$ cat src/sv/emrr_pkg.sv
// Shared types, register codes and PHY table for the Ethernet MAC ring controller.
package emrr_pkg;

   localparam int RING_ENTRIES_DEFAULT = 128;

   typedef enum logic [1:0] {
      ACT_REG_WRITE = 2'd0,
      ACT_REG_READ  = 2'd1,
      ACT_TX_TICK   = 2'd2,
      ACT_RX_FRAME  = 2'd3
   } action_type;

   // Register select codes, taken from reg_offset bits 7:2
   localparam logic [5:0] REG_CONTROL = 6'h00;
   localparam logic [5:0] REG_STATUS  = 6'h01;
   localparam logic [5:0] REG_MAC_HI  = 6'h02;
   localparam logic [5:0] REG_MAC_LO  = 6'h03;
   localparam logic [5:0] REG_MDIO    = 6'h04;
   localparam logic [5:0] REG_TX_PTR  = 6'h05;
   localparam logic [5:0] REG_RX_PTR  = 6'h06;

   localparam int CTRL_TX_EN     = 0;
   localparam int CTRL_RX_EN     = 1;
   localparam int CTRL_TX_IRQ_EN = 2;
   localparam int CTRL_RX_IRQ_EN = 3;
   localparam int CTRL_RESET     = 6;
   localparam logic [31:0] CTRL_RESET_VALUE = 32'h0000_0080;

   localparam int STAT_RX_DONE = 2;
   localparam int STAT_TX_DONE = 3;

   localparam int DESC_EN       = 11;
   localparam int DESC_RING_END = 12;
   localparam int DESC_IRQ      = 13;

   localparam int MDIO_WR = 0;
   localparam int MDIO_RD = 1;

   localparam logic [47:0] BCAST_ADDR = 48'hffff_ffff_ffff;

   typedef struct packed {
      logic [1:0]  action;
      logic [7:0]  reg_offset;
      logic [31:0] write_data;
      logic [31:0] desc_word;
      logic [47:0] frame_dest;
      logic [10:0] frame_len;
   } req_item_type;

   typedef struct packed {
      logic [31:0] read_data;
      logic        irq;
      logic        desc_write;
      logic [31:0] desc_addr;
      logic [10:0] desc_data;
      logic        frame_go;
      logic        frame_drop;
      logic        link_start;
   } rsp_item_type;

   function automatic logic [15:0] phy_value(input logic [4:0] phy_reg);
      logic [15:0] val;
      unique case (phy_reg)
         5'd0:    val = 16'h3100;
         5'd1:    val = 16'h7865;
         5'd2:    val = 16'h0022;
         5'd3:    val = 16'h1512;
         5'd4:    val = 16'h01ef;
         5'd5:    val = 16'h41e1;
         default: val = 16'h0000;
      endcase
      return val;
   endfunction

endpackage

$ cat src/sv/ethernet_mac_register_ring_ctrl_top.sv
// Ethernet MAC register file with transmit and receive descriptor ring control.
// A result beat is registered and appears in the cycle after its request beat is accepted.
// Throughput: one request beat per cycle; the single result register stalls input
// only while a result beat waits and rsp_ready is low.
// Reset (synchronous, active high) clears all register-file registers, ring pointers, the link
// started flag and the result valid.
module ethernet_mac_register_ring_ctrl_top
   import emrr_pkg::*;
#(
   parameter int RING_ENTRIES = RING_ENTRIES_DEFAULT
) (
   input  logic         clock,
   input  logic         reset,
   input  logic         req_valid,
   output logic         req_ready,
   input  req_item_type req_data,
   output logic         rsp_valid,
   input  logic         rsp_ready,
   output rsp_item_type rsp_data
);

   localparam int IDX_W = (RING_ENTRIES > 1) ? $clog2(RING_ENTRIES) : 1;
   localparam logic [IDX_W-1:0] IDX_LAST = IDX_W'(RING_ENTRIES - 1);

   logic [31:0] control_ff, control_in;
   logic [3:0]  status_ff, status_in;
   logic [15:0] mac_high_ff, mac_high_in;
   logic [31:0] mac_low_ff, mac_low_in;
   logic [31:0] mdio_ff, mdio_in;
   logic [31:0] tx_ptr_ff, tx_ptr_in;
   logic [31:0] rx_ptr_ff, rx_ptr_in;
   logic        link_started_ff, link_started_in;
   logic        rsp_valid_ff, rsp_valid_in;
   rsp_item_type rsp_data_ff, rsp_data_in;

   logic        req_fire;
   logic [5:0]  sel;
   logic        addr_match;
   logic [31:0] tx_ptr_next, rx_ptr_next;

   function automatic logic [31:0] ring_advance(input logic [31:0] ptr, input logic wrap);
      logic [31:0] res;
      res = ptr + 32'd8;
      if (wrap || (ptr[IDX_W+2:3] >= IDX_LAST)) begin
         res = ptr;
         res[IDX_W+2:3] = '0;
      end
      return res;
   endfunction

   assign req_ready = !rsp_valid_ff || rsp_ready;
   assign req_fire  = req_valid && req_ready;
   assign rsp_valid = rsp_valid_ff;
   assign rsp_data  = rsp_data_ff;

   assign sel         = req_data.reg_offset[7:2];
   assign addr_match  = (req_data.frame_dest == {mac_high_ff, mac_low_ff}) ||
                        (req_data.frame_dest == BCAST_ADDR);
   assign tx_ptr_next = ring_advance(tx_ptr_ff, req_data.desc_word[DESC_RING_END]);
   assign rx_ptr_next = ring_advance(rx_ptr_ff, req_data.desc_word[DESC_RING_END]);

   always_comb begin
      control_in      = control_ff;
      status_in       = status_ff;
      mac_high_in     = mac_high_ff;
      mac_low_in      = mac_low_ff;
      mdio_in         = mdio_ff;
      tx_ptr_in       = tx_ptr_ff;
      rx_ptr_in       = rx_ptr_ff;
      link_started_in = link_started_ff;
      rsp_valid_in    = rsp_valid_ff && !rsp_ready;
      rsp_data_in     = rsp_data_ff;

      if (req_fire) begin
         rsp_valid_in = 1'b1;
         rsp_data_in  = '0;
         unique case (action_type'(req_data.action))
            ACT_REG_WRITE: begin
               unique case (sel)
                  REG_CONTROL: begin
                     if (req_data.write_data[CTRL_RESET]) begin
                        control_in = CTRL_RESET_VALUE;
                     end else begin
                        // first receive enable hands the address to the link
                        if (req_data.write_data[CTRL_RX_EN] && !control_ff[CTRL_RX_EN] &&
                            !link_started_ff) begin
                           link_started_in        = 1'b1;
                           rsp_data_in.link_start = 1'b1;
                        end
                        control_in = req_data.write_data;
                     end
                  end
                  REG_STATUS: status_in   = status_ff & ~req_data.write_data[3:0];
                  REG_MAC_HI: mac_high_in = req_data.write_data[15:0];
                  REG_MAC_LO: mac_low_in  = req_data.write_data;
                  REG_MDIO: begin
                     if (!req_data.write_data[MDIO_WR] && req_data.write_data[MDIO_RD]) begin
                        mdio_in = {phy_value(req_data.write_data[10:6]), 16'h0000};
                     end else begin
                        mdio_in = {req_data.write_data[31:4], 4'h0};
                     end
                  end
                  REG_TX_PTR: tx_ptr_in = {req_data.write_data[31:3], 3'b000};
                  REG_RX_PTR: rx_ptr_in = {req_data.write_data[31:3], 3'b000};
                  default: ;
               endcase
            end
            ACT_REG_READ: begin
               unique case (sel)
                  REG_CONTROL: rsp_data_in.read_data = control_ff;
                  REG_STATUS:  rsp_data_in.read_data = {28'h0, status_ff};
                  REG_MAC_HI:  rsp_data_in.read_data = {16'h0, mac_high_ff};
                  REG_MAC_LO:  rsp_data_in.read_data = mac_low_ff;
                  REG_MDIO:    rsp_data_in.read_data = mdio_ff;
                  REG_TX_PTR:  rsp_data_in.read_data = tx_ptr_ff;
                  REG_RX_PTR:  rsp_data_in.read_data = rx_ptr_ff;
                  default:     rsp_data_in.read_data = '0;
               endcase
            end
            ACT_TX_TICK: begin
               if (link_started_ff && control_ff[CTRL_TX_EN]) begin
                  rsp_data_in.desc_addr = tx_ptr_ff;
                  if (req_data.desc_word[DESC_EN]) begin
                     status_in[STAT_TX_DONE] = 1'b1;
                     rsp_data_in.irq        = control_ff[CTRL_TX_IRQ_EN] &&
                                              req_data.desc_word[DESC_IRQ];
                     rsp_data_in.desc_write = 1'b1;
                     rsp_data_in.desc_data  = req_data.desc_word[10:0];
                     rsp_data_in.frame_go   = 1'b1;
                     tx_ptr_in              = tx_ptr_next;
                  end
               end
            end
            ACT_RX_FRAME: begin
               if (addr_match && control_ff[CTRL_RX_EN]) begin
                  rsp_data_in.desc_addr = rx_ptr_ff;
                  if (req_data.desc_word[DESC_EN]) begin
                     status_in[STAT_RX_DONE] = 1'b1;
                     rsp_data_in.irq        = control_ff[CTRL_RX_IRQ_EN] &&
                                              req_data.desc_word[DESC_IRQ];
                     rsp_data_in.desc_write = 1'b1;
                     rsp_data_in.desc_data  = req_data.frame_len;
                     rsp_data_in.frame_go   = 1'b1;
                     rx_ptr_in              = rx_ptr_next;
                  end else begin
                     rsp_data_in.frame_drop = 1'b1;
                  end
               end
            end
            default: ;
         endcase
      end
   end

   always_ff @(posedge clock) begin
      if (reset) begin
         control_ff      <= '0;
         status_ff       <= '0;
         mac_high_ff     <= '0;
         mac_low_ff      <= '0;
         mdio_ff         <= '0;
         tx_ptr_ff       <= '0;
         rx_ptr_ff       <= '0;
         link_started_ff <= 1'b0;
         rsp_valid_ff    <= 1'b0;
      end else begin
         control_ff      <= control_in;
         status_ff       <= status_in;
         mac_high_ff     <= mac_high_in;
         mac_low_ff      <= mac_low_in;
         mdio_ff         <= mdio_in;
         tx_ptr_ff       <= tx_ptr_in;
         rx_ptr_ff       <= rx_ptr_in;
         link_started_ff <= link_started_in;
         rsp_valid_ff    <= rsp_valid_in;
      end
   end

   // hold the result beat until it is taken
   always_ff @(posedge clock) begin
      rsp_data_ff <= rsp_data_in;
   end

`ifndef SYNTHESIS
   a_no_accept_while_stalled: assert property (@(posedge clock) disable iff (reset)
      (rsp_valid_ff && !rsp_ready) |-> !req_ready)
      else $error("request accepted while result beat stalled");

   a_link_sticky: assert property (@(posedge clock) disable iff (reset)
      link_started_ff |=> link_started_ff)
      else $error("link started flag cleared");

   a_link_pulse_sets_flag: assert property (@(posedge clock) disable iff (reset)
      (rsp_valid_ff && rsp_data_ff.link_start) |-> link_started_ff)
      else $error("link start pulse without link started flag");

   a_go_drop_exclusive: assert property (@(posedge clock) disable iff (reset)
      rsp_valid_ff |-> !(rsp_data_ff.frame_drop && rsp_data_ff.desc_write))
      else $error("frame both dropped and written back");

   a_ptr_aligned: assert property (@(posedge clock) disable iff (reset)
      (tx_ptr_ff[2:0] == 3'b000) && (rx_ptr_ff[2:0] == 3'b000))
      else $error("ring pointer not descriptor aligned");
`endif

endmodule

$ cat config.mk
export PLATFORM = sky130hd
export DESIGN_NAME = ethernet_mac_register_ring_ctrl_top
export DESIGN_NICKNAME = d
export VERILOG_FILES = /design/src/sv/emrr_pkg.sv /design/src/sv/ethernet_mac_register_ring_ctrl_top.sv
export SDC_FILE = /design/constraint.sdc
export NUM_CORES = 1
export LEC_CHECK = 0
export ABC_AREA = 1
export BUFFER_PORTS_ARGS = -buffer_cell sky130_fd_sc_hd__buf_4
export CAP_MARGIN = 20
export CORE_UTILIZATION = 45
export CTS_CLUSTER_SIZE = 10
export DETAILED_ROUTE_END_ITERATION = 6
export PLACE_DENSITY = 0.62
export SLEW_MARGIN = 20
export SYNTH_ARGS = -nofsm -noshare
export SYNTH_HDL_FRONTEND = slang
export SYNTH_SLANG_ARGS = --single-unit
$ cat constraint.sdc
create_clock -name clock -period 5.55 [get_ports clock]
set_input_delay 1.3875 -clock clock [delete_from_list [all_inputs] [get_ports clock]]
set_output_delay 1.3875 -clock clock [all_outputs]
set_load 0.005 [all_outputs]
# [Word level (Yosys, flattened, before mapping)]
# Cells that the tools add are included.
[classes] addsub=2 n_mul=0 div_mod_pow=0 n_lt_le_gt_ge=2 n_eq_ne=25 n_shift=0 n_mux=30 bitwise_logic=5 n_reduce_logical=37
[op_table] op="$mux 32" count=10
[op_table] op="$pmux 32 s7" count=1
[op_table] op="$pmux 32 s2" count=2
[op_table] op="$pmux 46 s2" count=1
[op_table] op="$pmux 15 s6" count=1
[op_table] op="$add 32x4->32 const B" count=2
[op_table] op="$eq 48x48->1" count=1
[op_table] op="$eq 48x48->1 const B" count=1
[op_table] op="$mux 47" count=1
[op_table] op="$mux 46" count=1
[op_table] op="$reduce_and 5->1" count=5
[op_table] op="$mux 12" count=2
[op_table] op="$eq 6x3->1 const B" count=3
[op_table] op="$reduce_and 3->1" count=5
[op_table] op="$ge 7x7->1 const B" count=2
[op_table] op="$eq 6x2->1 const B" count=2
[op_table] op="$ne 2x2->1 const B" count=6
[op_table] op="$reduce_and 6->1" count=2
[op_table] op="$eq 5x2->1 const B" count=2
[op_table] op="$eq 5x3->1 const B" count=2
[op_table] op="$logic_and 1x1->1" count=9
[op_table] op="$eq 6x1->1 const B" count=1
[op_table] op="$logic_not 6->1" count=1
[op_table] op="$mux 1" count=6
[op_table] op="17 further kinds" count=32
[word_totals] reg_bits=262 latchBits=0 mem_bits_rw=0 romBits=0 in_bits=137 out_inout_bits=82 wordCells=122 n_memories=0

# [Logic depth before layout (Yosys ltp)]
# Gate-level depths: netlist of the first run.
[logic_depth] word_depth=6 ltp_mapped=16 depth_no_buf=15

# [Worst setup path after synthesis of the first run]
# OpenSTA, ideal clock, no wires.
[synth_timing] kind="input port to flip-flop" start="in rsp_ready" end="reg rsp_data_ff (netlist bit rsp_data[0]) (enable)" setup_ps=471 arrival_ps=4064 required_time_ps=5079 slack_ps=1014 cell_stages=5 path_buffers=1 cell_sequence="inv_1 -> nand2_1 -> nand2_1 -> clkinv_1 -> clkbuf_1"
[synth_between] elab_chain_len=2
[synth_lines] item="start: declaration" line="ethernet_mac_register_ring_ctrl_top.sv:18" rtl="input logic rsp_ready,"
[synth_lines] item="$logic_or 1x1->1" line="ethernet_mac_register_ring_ctrl_top.sv:51" rtl="assign req_ready = !rsp_valid_ff || rsp_ready;"
[synth_lines] item="net req_ready" line="ethernet_mac_register_ring_ctrl_top.sv:15" rtl="output logic req_ready,"
[synth_lines] item="$logic_and 1x1->1" line="ethernet_mac_register_ring_ctrl_top.sv:52" rtl="assign req_fire = req_valid && req_ready;"
[synth_lines] item="net req_fire" line="ethernet_mac_register_ring_ctrl_top.sv:36" rtl="logic req_fire;"
[synth_lines] item="end signal: assignment" line="ethernet_mac_register_ring_ctrl_top.sv:181" rtl="rsp_data_ff <= rsp_data_in;"
[synth_lines] item="end: declaration" line="ethernet_mac_register_ring_ctrl_top.sv:34" rtl="rsp_item_type rsp_data_ff, rsp_data_in;"
# The timed path passes the listed nets, and every way through them passes these cells.
# A chain may end at the register's enable or synchronous reset.

# [Worst setup path in the final report of the first run]
[layout_timing] start="in req_data[130] in the netlist's numbering" end="reg tx_ptr_ff[17]"
[layout_between] elab_chain_len=3
[layout_lines] item="start: declaration" line="ethernet_mac_register_ring_ctrl_top.sv:16" rtl="input req_item_type req_data,"
[layout_lines] item="$eq 6x3->1" line="ethernet_mac_register_ring_ctrl_top.sv:79" rtl="unique case (sel)"
[layout_lines] item="$ne 2x1->1 (no source line)"
[layout_lines] item="$reduce_and 6->1 (no source line)"
[layout_lines] item="end signal: assignment" line="ethernet_mac_register_ring_ctrl_top.sv:172" rtl="tx_ptr_ff <= tx_ptr_in;"
[layout_lines] item="end: declaration" line="ethernet_mac_register_ring_ctrl_top.sv:30" rtl="logic [31:0] tx_ptr_ff, tx_ptr_in;"
# No other way between the ends.

==> metrics.md, run 1 <==
| Metric | Value |
|---|---|
| Status | finished clean |
| RePlAce Congestion | ~0.91 |
| Die Area | 0.0283 mm² |
| Primary FF master, synth | dfxtp_1 |
| Final slew viol count | 0 |
| FP Rows | 60 |
| Placed Area | 0.0141 mm² |
| Clock Latency Late Sink | 0.56 ns |
| Area Overhead vs Synth | 20.3% |
| Top cell family by delay on the critical path | simple AND/OR/NAND/NOR gates |
| GRT overflow | 0 |
| Vias | between 10000 and 15000 |
| Synth Register Bits | 248 |
| Post-DP HPWL | around 31000 µm |
| Max Cap Violations | 0 |
| Setup Buffers After CTS | 0 |
| Clk buf depth | 3 |
| Clk_skew | roughly 0.017 ns |
| Ant. Diodes | 0 |
| Root Buffer | clkbuf_16 |
| Slowest CP cell | nor3_4 |
| Hold Path Class | register to register |
| Filler cells | between 2000 and 3000 |
| Final Hold Violating Endpoints | 0 |
| Number of synthesized flops with an enable pin | a little under 80 |
| Pin count of the biggest net entering global routing | 55 |
| Worst Path Arrival | about 4.1 ns |
| Placed Cells | just over 2000 |
| WP buf/inv | 3 |
| Worst setup path class | input port to register |
| Finished Core Util | 0.554 |
| Setup TNS | 0 ns |
| I/O pin count | roughly 220 |
| Die H | between 150 and 200 µm |
| Peak supply drop | approximately 0.20 mV |
| CP startpoint kind | input port |
| Finish-stage setup viols | 0 |
| Initial antenna violation count | 1 |
| Syn Area/Cell | between 7 and 8 µm² |
| Detail Route Antenna Nets | 0 |
| R2R cell count | 10 |
| Worst Path Required | ~6.0 ns |
| CP Depth | 10 |
| GRT Util Overall | 0.310 |
| Cell breakdown of the critical path | buf_4 -> nor2_2 -> nand2_2 -> nor3_4 -> inv_2 -> nand2_2 -> nand3_4 -> a21oi_4 -> inv_2 -> a221oi_1 |
| Fin area | between 0.01 and 0.015 mm² |
| Slew @ Worst Pin | slightly above 1 ns |
| First-pass GRT wire length | roughly 67000 µm |
| Clock Sinks | around 250 |
| Min Clock Period, post-route | approximately 3.6 ns |
| Die Span X | around 170 µm |
| Final WL | about 45000 µm |
| Hold Path Cell Cnt | 2 |
| Post-synthesis sequential area ratio | 0.461 |
| TritonCTS clock tree | built |
| DR pass1 iterations | 7 |
| Final period util | 0.650 |
| Hold_buf cts | 0 |
| Final Power | 4.04 mW |
| Vias in the first global route | ~11000 |
| Final Non-Filler Cells | 2109 |
| RSZ-0062 raised after global routing | false |
| Nets@finish | ~1900 |
| Post-synth net total | 1731 |
| Cells resized by post-CTS repair | 0 |
| Post-route DRC violation count | 0 |
| LEAKAGE | ~5.5 nW |
| Clock-pin slew on the worst setup and hold paths | approximately 0.060 ns |
| Vias per inst | 5.78 |
| Crit-path max FO | 23 |
| Slowest stage delay, CP | about 0.47 ns |
| Async S/R FF share, synth | 0 |
| WL per Instance | roughly 21 µm |
| Synthesized area | 0.0125 mm² |
| Yosys warnings | 0 |
| PD cells | 270 mW/mm² |
| Post-synth cell types | between 40 and 50 |
| CP endpoint kind | register |
| CTS Buf Count | 29 |
| Starting DRC count in detailed routing | 1170 |
| Max Clock Freq | between 200 and 300 MHz |
| Initial core utilization | 0.461 |
| PortBufs | about 200 |
| Share of cells above drive strength 1 | 0.163 |
| Core Area | roughly 0.027 mm² |
| H-tree Lvls | 1 |
| Post-Synthesis Cells | ~1600 |
| Worst rel slew slack | 0.315 |
==> metrics by stage <==
| step | hold slack [ns] | setup slack (ns) |
|---|---|---|
| final | 0.452 | 1.94 |
| after detailed placement | 0.440 | 1.41 |
| after CTS | 0.449 | 2.01 |
| after global placement | 0.438 | 1.49 |
| after floorplan | 0.428 | 1.01 |
| after global routing | 0.469 | 1.77 |
==> synth_stat cells, drive strengths merged, types with 2 or more instances <==
master,n,area [µm²]
nand3,62,323
nor3,27,156
a22o,12,105
ha,2,25.0
dfxtp,171,3420
nor4,7,43.8
xor2,9,78.8
xnor2,45,394
o21ai,102,510
a221oi,35,332
clkbuf,63,236
nor2,179,694
buf,30,165
o22ai,52,325
inv,165,619
nand4,20,125
nand2,259,982
a22oi,27,203
a21oi,184,936
or2,2,12.5
nand3b,6,45.0
a31oi,11,68.8
edfxtp,77,2310
a41oi,4,35.0
clkinv,3,11.3
a211oi,31,238
==> flip-flops by register name, indices dropped and copies added (netlist names) <==
signal / count
control_ff: 31
link_started_ff: 1
mac_high_ff: 16
mac_low_ff: 32
mdio_ff: 28
rsp_data: 77
rsp_valid: 1
rx_ptr_ff: 29
status_ff: 4
tx_ptr_ff: 29
==> layout by cell type (no fill, tap or decap), types with 11 or more instances in the layout <==
cell       instances
nand2_1          255
buf_4            217
a21oi_1          182
dfxtp_1          171
nor2_1           169
inv_1            155
o21ai_0          100
edfxtp_1          77
nand3_1           61
o22ai_1           52
xnor2_1           45
a221oi_1          31
a211oi_1          30
clkbuf_16         30
a22oi_1           27
nor3_1            24
nand4_1           20
clkbuf_1          19
a22o_1            12
a31oi_1           11
==> cell type report <==
class / instances / area [µm²] / area share
sequential: 248 / 5740 / 0.383
multi-input combinational: 1083 / 5690 / 0.380
timing repair buffer: 217 / 1630 / 0.109
clock buffer: 51 / 850 / 0.0567
inverter: 168 / 633 / 0.0423
tap: 341 / 427 / 0.0285
clock inverter: 1 / 8.76 / 0.000585
==> power by group <==
part	switching, mW	internal, mW	leakage, nW	total (mW)
clock network	0.750	1.02	0.411	1.77
registers	0.0193	1.90	2.16	1.92
logic	0.208	0.133	2.94	0.341
==> cells by family after synthesis <==
family / share of synthesized area
XOR/XNOR: 0.0380
AND/OR/NAND/NOR: 0.192
AO/OA/AOI/OAI: 0.224
adder cells (fa/ha/maj): 0.00201
buffers and inverters: 0.0829
flip-flops: 0.461
other: 0.000301
==> worst register-to-register path, stage by stage, from the launching register on <==
cell and delay (ns):
dfxtp_1 0.39, ha_1 0.30, nand2_1 0.14, inv_1 0.09, a21oi_1 0.13, nand2_1 0.10
a21oi_2 0.71, nand2_2 0.58, nand2_1 0.20, nand2_1 0.07, nor2_1 0.09
==> path summary, 6_finish.rpt <==
check        slack, ns                 startpoint                    endpoint
min reg2reg       0.45  status_ff[1]$_SDFFE_PP0P_   status_ff[1]$_SDFFE_PP0P_
max reg2reg       2.70  rx_ptr_ff[3]$_SDFFE_PP0P_  rx_ptr_ff[23]$_SDFFE_PP0P_
max               1.94              req_data[130]  tx_ptr_ff[17]$_SDFFE_PP0P_
min               0.45  status_ff[1]$_SDFFE_PP0P_   status_ff[1]$_SDFFE_PP0P_
==> layer usage <==
metal,vias to the layer above,track usage,routed length [µm]
met5,-,0,0
met4,0,0.147,2160
met3,117,0.0393,3270
met1,5718,0.402,18600
li1,5809,-,-
met2,537,0.512,20600
(Power assumes the default switching activity.)
==> inputs of run 2 (changes only) <==
==> constraint.sdc (replaced) <==
create_clock -name clock -period 3.5 [get_ports clock]
set_input_delay 0.875 -clock clock [delete_from_list [all_inputs] [get_ports clock]]
set_output_delay 0.875 -clock clock [all_outputs]
set_load 0.005 [all_outputs]
==> run 2 against run 1 <==
Effect of this change: die area is the same; global-route usage grew 0.16 points; sequential power grew 59%; clock skew grew 0.014 ns; critical path type unchanged; critical endpoint is now rx_ptr_ff[10]$_SDFFE_PP0P_.
==> metrics.md, run 2 (synthesis results as in run 1) <==
| Metric | Value |
|---|---|
| Die H | 168 µm (unchanged) |
| Most common cell after layout, fill and taps aside | nand2_1 |
| RePlAce Congestion | 0.911 (+0.22%) |
| Worst setup path class | input port to register |
| Post-DP HPWL | 32600 µm (+3.4%) |
| Pin count of the biggest net entering global routing | 78 (+42%) |
| WL per Instance | 21.3 µm (+0.48%) |
| Die Span X | 168 µm (unchanged) |
| Area Overhead vs Synth | 21.9% |
| Final Non-Filler Cells | 2126 (+0.81%) |
| Placed Area | 0.0143 mm² (+1.0%) |
| Vias per inst | 5.76 (-0.30%) |
| CP Depth | 10 (unchanged) |
| First-pass GRT wire length | 67400 µm (+0.35%) |
| Final period util | 0.715 |
| Top cell family by delay on the critical path | simple AND/OR/NAND/NOR gates |
| H-tree Lvls | 1 (unchanged) |
| Worst Path Arrival | 2.95 ns (-1.12 ns) |
| Finish-stage setup viols | 0 (unchanged) |
| Setup TNS | 0 ns (unchanged) |
| Hold Path Cell Cnt | 2 (unchanged) |
| CP Launch Point | req_data[37] |
| Cells resized by post-CTS repair | 0 (unchanged) |
| Setup Buffers After CTS | 0 (unchanged) |
| Fin area | 0.0152 mm² (+1.3%) |
| GRT Util Overall | 0.311 (+0.00156) |
| Post-route DRC violation count | 0 (unchanged) |
| R2R setup slack | 1.04 ns (-1.66 ns) |
| Ant. Diodes | 0 (unchanged) |
| Clk_skew | 0.0307 ns (+0.0140 ns) |
| Cell breakdown of the critical path | buf_4 -> nand4_1 -> nor3_1 -> nand4_1 -> nand2_1 -> nand4_1 -> nand2_1 -> nand2_2 -> nor2_1 -> nor2_1 |
| Final Hold Violating Endpoints | 0 (unchanged) |
| Worst r2r dst | rx_ptr_ff[10]$_SDFFE_PP0P_ |
| Vias in the first global route | 11500 (+1.2%) |
| CTS Buf Count | 30 (+3.4%) |
| Share of cells above drive strength 1 | 0.173 (+0.00909) |
| Final Power | 6.55 mW (+62%) |
| Clock-pin slew on the worst setup and hold paths | 0.06 ns (about the same) |
| LEAKAGE | 5.63 nW (+2.1%) |
| PortBufs | 198 (unchanged) |
| WP buf/inv | 1 (-2) |
| Max Cap Violations | 0 (unchanged) |
| Core Area | 0.0270 mm² (unchanged) |
| Max FFs per register | 77 (unchanged) |
| R2R cell count | 12 (+2) |
| FP Rows | 60 (unchanged) |
| Vias | 12200 (+0.50%) |
| Clock Latency Late Sink | 0.58 ns (+0.02 ns) |
| PD cells | 431 mW/mm² (+60%) |
| RSZ-0062 raised after global routing | false |
| Starting DRC count in detailed routing | 1155 (-1.3%) |
| Initial core utilization | 0.461 (unchanged) |
| Worst r2r src | mac_low_ff[24]$_SDFFE_PP0P_ |
| Final slew viol count | 0 (unchanged) |
| Worst setup path endpoint | rx_ptr_ff[10]$_SDFFE_PP0P_ |
| Initial antenna violation count | 0 (-1) |
| Min Clock Period, post-route | 2.50 ns |
| I/O pin count | 219 (unchanged) |
| CP endpoint kind | register |
| Hold Path Class | register to register |
| Worst Path Required | 3.95 ns (-2.06 ns) |
| Slew @ Worst Pin | 1.04 ns (+0.0174 ns) |
| Finished Core Util | 0.562 (+0.00745) |
| Crit-path max FO | 28 (+22%) |
| Nets@finish | 1901 (+0.80%) |
| Status | finished clean |
| Max Clock Freq | 399 MHz |
| Die Area | 0.0283 mm² (unchanged) |
| Hold_buf cts | 0 (unchanged) |
| Detail Route Antenna Nets | 0 (unchanged) |
| CP startpoint kind | input port |
| Peak supply drop | 0.436 mV (+120%) |
| DR pass1 iterations | 7 (unchanged) |
| Worst rel slew slack | 0.304 (-0.0116) |
| TritonCTS clock tree | built |
| Slowest stage delay, CP | 0.38 ns (-0.09 ns) |
| Slowest CP cell | nand2_2 |
| Critical Path Most Common Cell | nand4_1 |
| Clk buf depth | 3 (unchanged) |
| Placed Cells | 2071 (+0.68%) |
| GRT overflow | 0 (unchanged) |
| Clock Sinks | 248 (unchanged) |
| Final WL | 45300 µm (+1.3%) |
| Root Buffer | clkbuf_16 |
| Most frequent cells in the layout | nand2_1 (255), buf_4 (228), a21oi_1 (182) |
[run 2: layer usage]
layer  share of wire  up-vias  track usage
li1                -     5834            -
met1            0.42     5777        0.408
met2            0.48      535        0.526
met3           0.066       96       0.0320
met4           0.039        0        0.127
met5               0        -            0
[run 2: how the worst min path moves through the flow]
| stage | start | end | slack, ns |
|---|---|---|---|
| 2_1_floorplan | status_ff[0]$_SDFFE_PP0P_ | status_ff[0]$_SDFFE_PP0P_ | 0.43 |
| 3_3_place_gp | status_ff[0]$_SDFFE_PP0P_ | status_ff[0]$_SDFFE_PP0P_ | 0.44 |
| 3_5_place_dp | status_ff[1]$_SDFFE_PP0P_ | status_ff[1]$_SDFFE_PP0P_ | 0.44 |
| 4_1_cts | status_ff[1]$_SDFFE_PP0P_ | status_ff[1]$_SDFFE_PP0P_ | 0.45 |
| 5_1_grt | mdio_ff[13]$_SDFFE_PP0P_ | mdio_ff[13]$_SDFFE_PP0P_ | 0.47 |
| 6_report | status_ff[1]$_SDFFE_PP0P_ | status_ff[1]$_SDFFE_PP0P_ | 0.45 |
[run 2: per-stage QoR]
step	hold WS (ns)	setup WS, ns
2_1_floorplan	0.428	0.715
3_3_place_gp	0.437	0.537
3_5_place_dp	0.443	0.503
4_1_cts	0.453	1.08
5_1_grt	0.466	0.829
6_report	0.455	0.996
[run 2: power breakdown]
group / switching, mW / internal, mW / leakage, nW
clock: 1.23 / 1.71 / 0.447
sequential: 0.0283 / 3.02 / 2.16
combinational: 0.333 / 0.219 / 3.02
[run 2: cell type report]
| type | count | area [µm²] |
|---|---|---|
| Multi-Input combinational cell | 1083 | 5690 |
| Tap cell | 341 | 427 |
| Timing Repair Buffer | 231 | 1770 |
| Clock inverter | 3 | 27.5 |
| Clock buffer | 52 | 893 |
| Inverter | 168 | 632 |
| Sequential cell | 248 | 5740 |
| Fill cell | 2575 | 11800 |
[run 2: worst reg2reg max path, cell delays in order, from the launching register on]
cell     delay, ns
dfxtp_1       0.42
xnor2_1       0.15
nand2_1       0.08
nor2_1        0.08
nand2_1       0.12
nor2_1        0.12
nand3_1       0.07
nand2_1       0.20
nand4_1       0.19
nand2_1       0.24
nand2_2       0.38
nor2_1        0.22
nor2_1        0.07
